$ cat src/sv/pol_pkg.sv
package pol_pkg;

	localparam int DEPTH  = 16;
	localparam int DATA_W = 32;
	localparam int CNT_W  = $clog2(DEPTH + 1);
	localparam int POS_W  = 5;
	// wide enough for position, length and cell index plus one
	localparam int CMP_W  = ((CNT_W > POS_W) ? CNT_W : POS_W) + 2;

	localparam logic [1:0] OP_INSERT = 2'd0;
	localparam logic [1:0] OP_DELETE = 2'd1;
	localparam logic [1:0] OP_READ   = 2'd2;

	localparam logic [1:0] ST_OK     = 2'd0;
	localparam logic [1:0] ST_BADPOS = 2'd1;
	localparam logic [1:0] ST_FULL   = 2'd2;

	typedef enum logic [1:0] {
		CELL_HOLD,
		CELL_FROM_LEFT,
		CELL_FROM_RIGHT,
		CELL_LOAD
	} cell_sel_t;

	typedef struct packed {
		logic [1:0]  op;
		logic [4:0]  position;
		logic [31:0] value;
	} cmd_t;

	typedef struct packed {
		logic [1:0]  status;
		logic [4:0]  count;
		logic [31:0] element;
		logic        element_valid;
		logic        last;
	} result_t;

endpackage

$ cat src/sv/pol_cell.sv
module pol_cell (
	input  logic                       clk,
	input  pol_pkg::cell_sel_t         sel,
	input  logic [pol_pkg::DATA_W-1:0] left,
	input  logic [pol_pkg::DATA_W-1:0] right,
	input  logic [pol_pkg::DATA_W-1:0] load,
	output logic [pol_pkg::DATA_W-1:0] data
);
	import pol_pkg::*;

	logic [DATA_W-1:0] data_q;

	always_ff @(posedge clk) begin
		case (sel)
			CELL_FROM_LEFT:  data_q <= left;
			CELL_FROM_RIGHT: data_q <= right;
			CELL_LOAD:       data_q <= load;
			default:         data_q <= data_q;
		endcase
	end

	assign data = data_q;

endmodule

$ cat src/sv/positional_ordered_list_core.sv
// Insert, delete and unknown ops: one registered result in the cycle after acceptance; busy stays low,
// so a new transaction can be accepted every cycle.
// Read out: busy while the elements are read out, one element per cycle from the head cell while the
// chain rotates; acceptance enters the READ state, which registers each result. Empty list gives one result.
// The receiver cannot stall: each result strobe lasts exactly one cycle.
// Reset (arst_n low, asynchronous) empties the list; cell contents are not cleared.
module positional_ordered_list_core (
	input  logic             clk,
	input  logic             arst_n,
	input  logic             start,
	output logic             busy,
	input  pol_pkg::cmd_t    cmd,
	output logic             result_valid,
	output pol_pkg::result_t result
);
	import pol_pkg::*;

	typedef enum logic {IDLE, READ} state_t;

	state_t            state_q;
	logic [CNT_W-1:0]  length_q;
	logic [CNT_W-1:0]  rd_cnt_q;
	result_t           result_q;
	logic              result_valid_q;

	logic [DATA_W-1:0] cell_data [DEPTH];
	cell_sel_t         cell_sel  [DEPTH];
	logic [DATA_W-1:0] load_data;

	logic              accept;
	logic [CMP_W-1:0]  pos_w, len_w;
	logic              ins_bad, del_bad, full;
	logic              do_ins, do_del, reading, rd_last;

	assign accept  = start && !busy;
	assign pos_w   = CMP_W'(cmd.position);
	assign len_w   = CMP_W'(length_q);
	assign ins_bad = (pos_w == '0) || (pos_w > len_w + CMP_W'(1));
	assign del_bad = (pos_w == '0) || (pos_w > len_w);
	assign full    = (len_w >= CMP_W'(DEPTH));
	assign do_ins  = accept && (cmd.op == OP_INSERT) && !ins_bad && !full;
	assign do_del  = accept && (cmd.op == OP_DELETE) && !del_bad;
	assign reading = (state_q == READ);
	assign rd_last = (CMP_W'(rd_cnt_q) + CMP_W'(1) == len_w);

	// during read out the head wraps around to the tail cell
	assign load_data = reading ? cell_data[0] : DATA_W'(cmd.value);

	for (genvar i = 0; i < DEPTH; i++) begin : g_cell
		logic [CMP_W-1:0]  idx;
		logic [DATA_W-1:0] left_d, right_d;

		assign idx = CMP_W'(i);

		if (i == 0) begin : g_head
			assign left_d = '0;
		end else begin : g_left
			assign left_d = cell_data[i-1];
		end
		if (i == DEPTH - 1) begin : g_tail
			assign right_d = '0;
		end else begin : g_right
			assign right_d = cell_data[i+1];
		end

		always_comb begin
			cell_sel[i] = CELL_HOLD;
			if (do_ins) begin
				if (idx + CMP_W'(1) == pos_w)
					cell_sel[i] = CELL_LOAD;
				else if (idx + CMP_W'(1) > pos_w && idx <= len_w)
					cell_sel[i] = CELL_FROM_LEFT;
			end else if (do_del) begin
				if (idx + CMP_W'(1) >= pos_w && idx + CMP_W'(1) < len_w)
					cell_sel[i] = CELL_FROM_RIGHT;
			end else if (reading) begin
				if (idx + CMP_W'(1) < len_w)
					cell_sel[i] = CELL_FROM_RIGHT;
				else if (idx + CMP_W'(1) == len_w)
					cell_sel[i] = CELL_LOAD;
			end
		end

		pol_cell u_cell (
			.clk   (clk),
			.sel   (cell_sel[i]),
			.left  (left_d),
			.right (right_d),
			.load  (load_data),
			.data  (cell_data[i])
		);
	end

	always_ff @(posedge clk or negedge arst_n) begin
		if (!arst_n) begin
			state_q        <= IDLE;
			length_q       <= '0;
			rd_cnt_q       <= '0;
			result_q       <= '0;
			result_valid_q <= 1'b0;
		end else begin
			result_valid_q <= 1'b0;
			unique case (state_q)
				IDLE: begin
					if (accept) begin
						result_valid_q         <= 1'b1;
						result_q.element       <= '0;
						result_q.element_valid <= 1'b0;
						result_q.last          <= 1'b1;
						result_q.status        <= ST_OK;
						result_q.count         <= 5'(length_q);
						unique case (cmd.op)
							OP_INSERT: begin
								if (ins_bad)
									result_q.status <= ST_BADPOS;
								else if (full)
									result_q.status <= ST_FULL;
								else begin
									length_q       <= length_q + CNT_W'(1);
									result_q.count <= 5'(length_q + CNT_W'(1));
								end
							end
							OP_DELETE: begin
								if (del_bad)
									result_q.status <= ST_BADPOS;
								else begin
									length_q       <= length_q - CNT_W'(1);
									result_q.count <= 5'(length_q - CNT_W'(1));
								end
							end
							OP_READ: begin
								if (length_q != '0) begin
									result_valid_q <= 1'b0;
									rd_cnt_q       <= '0;
									state_q        <= READ;
								end
							end
							default: ;
						endcase
					end
				end
				READ: begin
					result_valid_q         <= 1'b1;
					result_q.status        <= ST_OK;
					result_q.count         <= 5'(length_q);
					result_q.element       <= 32'(cell_data[0]);
					result_q.element_valid <= 1'b1;
					result_q.last          <= rd_last;
					rd_cnt_q               <= rd_cnt_q + CNT_W'(1);
					if (rd_last)
						state_q <= IDLE;
				end
				default: state_q <= IDLE;
			endcase
		end
	end

	assign busy         = reading;
	assign result_valid = result_valid_q;
	assign result       = result_q;

endmodule
$ cat config.mk
export PLATFORM = sky130hd
export DESIGN_NAME = positional_ordered_list_core
export DESIGN_NICKNAME = d
export VERILOG_FILES = /design/src/sv/pol_pkg.sv /design/src/sv/pol_cell.sv /design/src/sv/positional_ordered_list_core.sv
export SDC_FILE = /design/constraint.sdc
export NUM_CORES = 1
export LEC_CHECK = 0
export BUFFER_PORTS_ARGS = -buffer_cell sky130_fd_sc_hd__buf_2
export CAP_MARGIN = 20
export CORE_UTILIZATION = 48
export CTS_CLUSTER_DIAMETER = 150
export DETAILED_ROUTE_END_ITERATION = 8
export GPL_TIMING_DRIVEN = 0
export HOLD_SLACK_MARGIN = 0.02
export PLACE_DENSITY = 0.65
export SETUP_SLACK_MARGIN = 0.02
export SLEW_MARGIN = 10
export SYNTH_ARGS = -nofsm -noshare
export SYNTH_HDL_FRONTEND = slang
export SYNTH_SLANG_ARGS = --single-unit
export TNS_END_PERCENT = 10
$ cat constraint.sdc
create_clock -name clk -period 7.4 [get_ports clk]
set_input_delay 0.74 -clock clk [delete_from_list [all_inputs] [get_ports clk]]
set_output_delay 0.74 -clock clk [all_outputs]
set_load 0.02 [all_outputs]
==> reports/results.tsv <==
metric	value	unit
synthesis-stage register bit count	565	
CTS Buf Count	61	
Synth Net Count	2679	
DRC	0	
worst-skew pair later-pin latency	0.66	ns
leading cell types by count after synthesis	512 x edfxtp_1, 294 x mux2_2, 259 x mux2i_1	
Fillers	5482	
post-synth top area cell	edfxtp_1	
Tmin final	6.382	ns
Critical Path Sink Type	flop	
CTS clk-pin slew, worst paths	0.07	ns
share of the synthesized area in the top cell type	49.54	%
Post-CTS Hold Buffers	0	
CTS tree	built	
initial drt markers	3918	
Net Sw Frac	44.28	%
placed cells	3561	
initial core utilization	48.93	%
die width	256.3	um
design area	0.03472	mm^2
Clock power frac	17.0	%
distinct cell type count after synthesis	72	
initial antenna violation count	3	
drt via density	6.631	
Worst-Margin Slew	1.268	ns
total track usage	36.94	%
CP max FO	32	
crit path kind	flop to flop	
Max stage delay cell, worst path	buf_1	
Top-Level Pins	85	
CP arrival	6.58	ns
status	complete, no violations	
Post-synth top flop	edfxtp_1	
Yosys Warn Count	0	
fin crit share	86.25	%
top cells by area, synth	edfxtp_1 50%, mux2_2 11%, mux2i_1 8.4%, dfrtp_1 4.3%, mux2_4 2.8%	
Max Freq	156.7	MHz
via count	24380	
Final ANT Viol Nets	0	
CTS Sinks	565	
Routed WL	123.3	mm
CP Launch Type	flop	
most used cell along the critical path	clkbuf_1	
grt ovf	0	
Fin. Hold Viols	0	
CORE AREA	0.06343	mm^2
slowest stage delay, CP	0.73	ns
sum of buffers and inverters on the critical path	6	
Post-CTS Setup Inserts	0	
final weighted congestion in routability-driven placement	0.9904	
die area	0.06568	mm^2
PortBufs	82	
Maximum Capacitance Violations	0	
Cell Area, Synth	0.03104	mm^2
first-pass GRT wire length	172.9	mm
routed len/inst	33.55	um
most common cell in the synthesized netlist	edfxtp_1	
RSZ-0062 raised after global routing	false	
Peak VDD IR	233.3	uV
Comb power frac	44.9	%
syn_area_per_cell	11.84	um^2
Min-Delay Path Class	primary input to asynchronous set/reset pin	
Post-synth EDFFs	512	
vias in the first global route	23240	
DP Wirelength	92.70	mm
worst relative slew slack	15.49	%
max-slew violations	0	
H-tree depth	2	
pre-CTS WS	1.316	ns
Setup violations, final	0	
Clock Path Buffers	3	
Internal	9439	uW
Flop pwr share	38.1	%
register area share after synthesis	53.81	%
Setup WS post-layout	1.018	ns
CP top delay family	buffers and inverters	
Leak Pwr	0.01272	uW
P_sw	7499	uW
largest net degree at the start of global routing	33	
share of layout cells above drive strength 1	22.05	%
final std cells w/o fill	3676	
CTS resizes	0	
Mapped Cells	2621	
Async SR Flop Fraction	9.381	%
Layout area overhead	11.86	%
Root Buffer	clkbuf_16	
row count	92	
CP Cell Sequence	buf_6, clkbuf_1, buf_1, xnor2_1, ha_1, nand3_1, o21bai_1, a31oi_1, nor3_1, buf_2, a211oi_1, clkbuf_1, clkbuf_1, nand2_2	
clock skew	0.01939	ns
Final nets	2839	
Final Util	54.74	%
die height	256.3	um
DP Area	0.03287	mm^2
1st-pass router iterations	6	
CP required	7.59	ns
Pwr per Cell Area	487.9	mW/mm^2
[layer usage]
layer	GRT usage, %	wire length, um	up-vias
li1	-	-	10180
met1	51.86	49920	12240
met2	54.16	52840	1726
met3	9.104	14960	224
met4	16.02	5611	2
met5	0	12	-
[cell families (layout without fill, tap and decap cells)]
kind of cell / count (synthesis) / in the layout / share of synthesized area [%]
mux: 611 / 611 / 21.83
simple gates: 549 / 549 / 7.571
other cells: 0 / 4 / 0
fa+ha+maj: 16 / 16 / 0.6450
compound gates: 585 / 585 / 11.74
xor+xnor: 17 / 17 / 0.4797
flops: 565 / 565 / 53.81
buf+inv: 278 / 483 / 3.935
[power groups by stage]
stage               combinational, uW  clock, uW  sequential (uW)
floorplan                        4430          0             5980
global placement                 7060          0             6460
detailed placement               7370          0             6430
CTS                              7390       2880             6370
global route                     7960       3000             6500
finish                           7600       2890             6450
[sequential cells by signal, indices dropped and copies added (netlist names)]
name / flops
busy: 1
g_cell.u_cell.data: 512
length_q: 5
rd_cnt_q: 5
result: 41
result_valid: 1
[placed cells by master, fill, tap and decap left out, types with 36 or more instances in the layout]
cell type  instances
edfxtp_1         512
mux2_2           294
mux2i_1          259
nand2_1          227
clkbuf_1         168
nor2_1           166
o21ai_0          160
a21oi_1          156
buf_2            125
nand3_1           80
a22o_1            65
clkbuf_16         61
mux2_4            58
dfrtp_1           53
inv_1             44
a31oi_1           39
a21o_1            37
o22ai_1           36
[path summary, 6_finish.rpt]
kind / from / to / cells after the start / slack, ns
worst max-delay path: length_q[2]$_DFFE_PN0P_ / g_cell[10].u_cell.data[10]$_DFFE_PP_ / 14 / 1.02
worst min-delay path: arst_n / result[0]$_DFFE_PN0P_ / 1 / 0.12
worst max register to register: length_q[2]$_DFFE_PN0P_ / g_cell[10].u_cell.data[10]$_DFFE_PP_ / 14 / 1.02
worst min register to register: result[29]$_DFFE_PN0P_ / result[29]$_DFFE_PN0P_ / 1 / 0.49
max in group asynchronous: arst_n / result[7]$_DFFE_PN0P_ / 2 / 6.71
min in group clk: result[29]$_DFFE_PN0P_ / result[29]$_DFFE_PN0P_ / 1 / 0.49
[worst reg2reg max path, delay by kind of cell (launching register included)]
kind | cells | cell delay [ns]
buffers and inverters | 6 | 2.79
AOI/OAI and AO/OA | 3 | 1.39
and+or+nand+nor | 3 | 0.89
DFF | 1 | 0.35
adders and majority gates | 1 | 0.31
xor gates and xnor gates | 1 | 0.17
[metrics by stage]
| stage | hold WS (ns) | total power, uW | TNS [ns] |
|---|---|---|---|
| after floorplan | 0.4444 | 10400 | 0 |
| after global placement | 0.4627 | 13520 | -71.56 |
| after detailed placement | 0.4784 | 13790 | 0 |
| after CTS | 0.1178 | 16650 | 0 |
| after global routing | 0.1589 | 17460 | 0 |
| final | 0.1172 | 16940 | 0 |
[cell type report]
| class | count | area (um^2) | share of cell area (%) |
|---|---|---|---|
| antenna | 4 | 10.01 | 0.02883 |
| buffer | 233 | 1054 | 3.034 |
| clock buffer | 88 | 1668 | 4.804 |
| clock inverter | 20 | 122.6 | 0.3532 |
| inverter | 45 | 168.9 | 0.4865 |
| multi-input combinational | 1778 | 13220 | 38.08 |
| sequential | 565 | 16700 | 48.10 |
| tap | 846 | 1059 | 3.049 |
| timing repair buffer | 97 | 715.7 | 2.061 |
(Power assumes the default switching activity.)
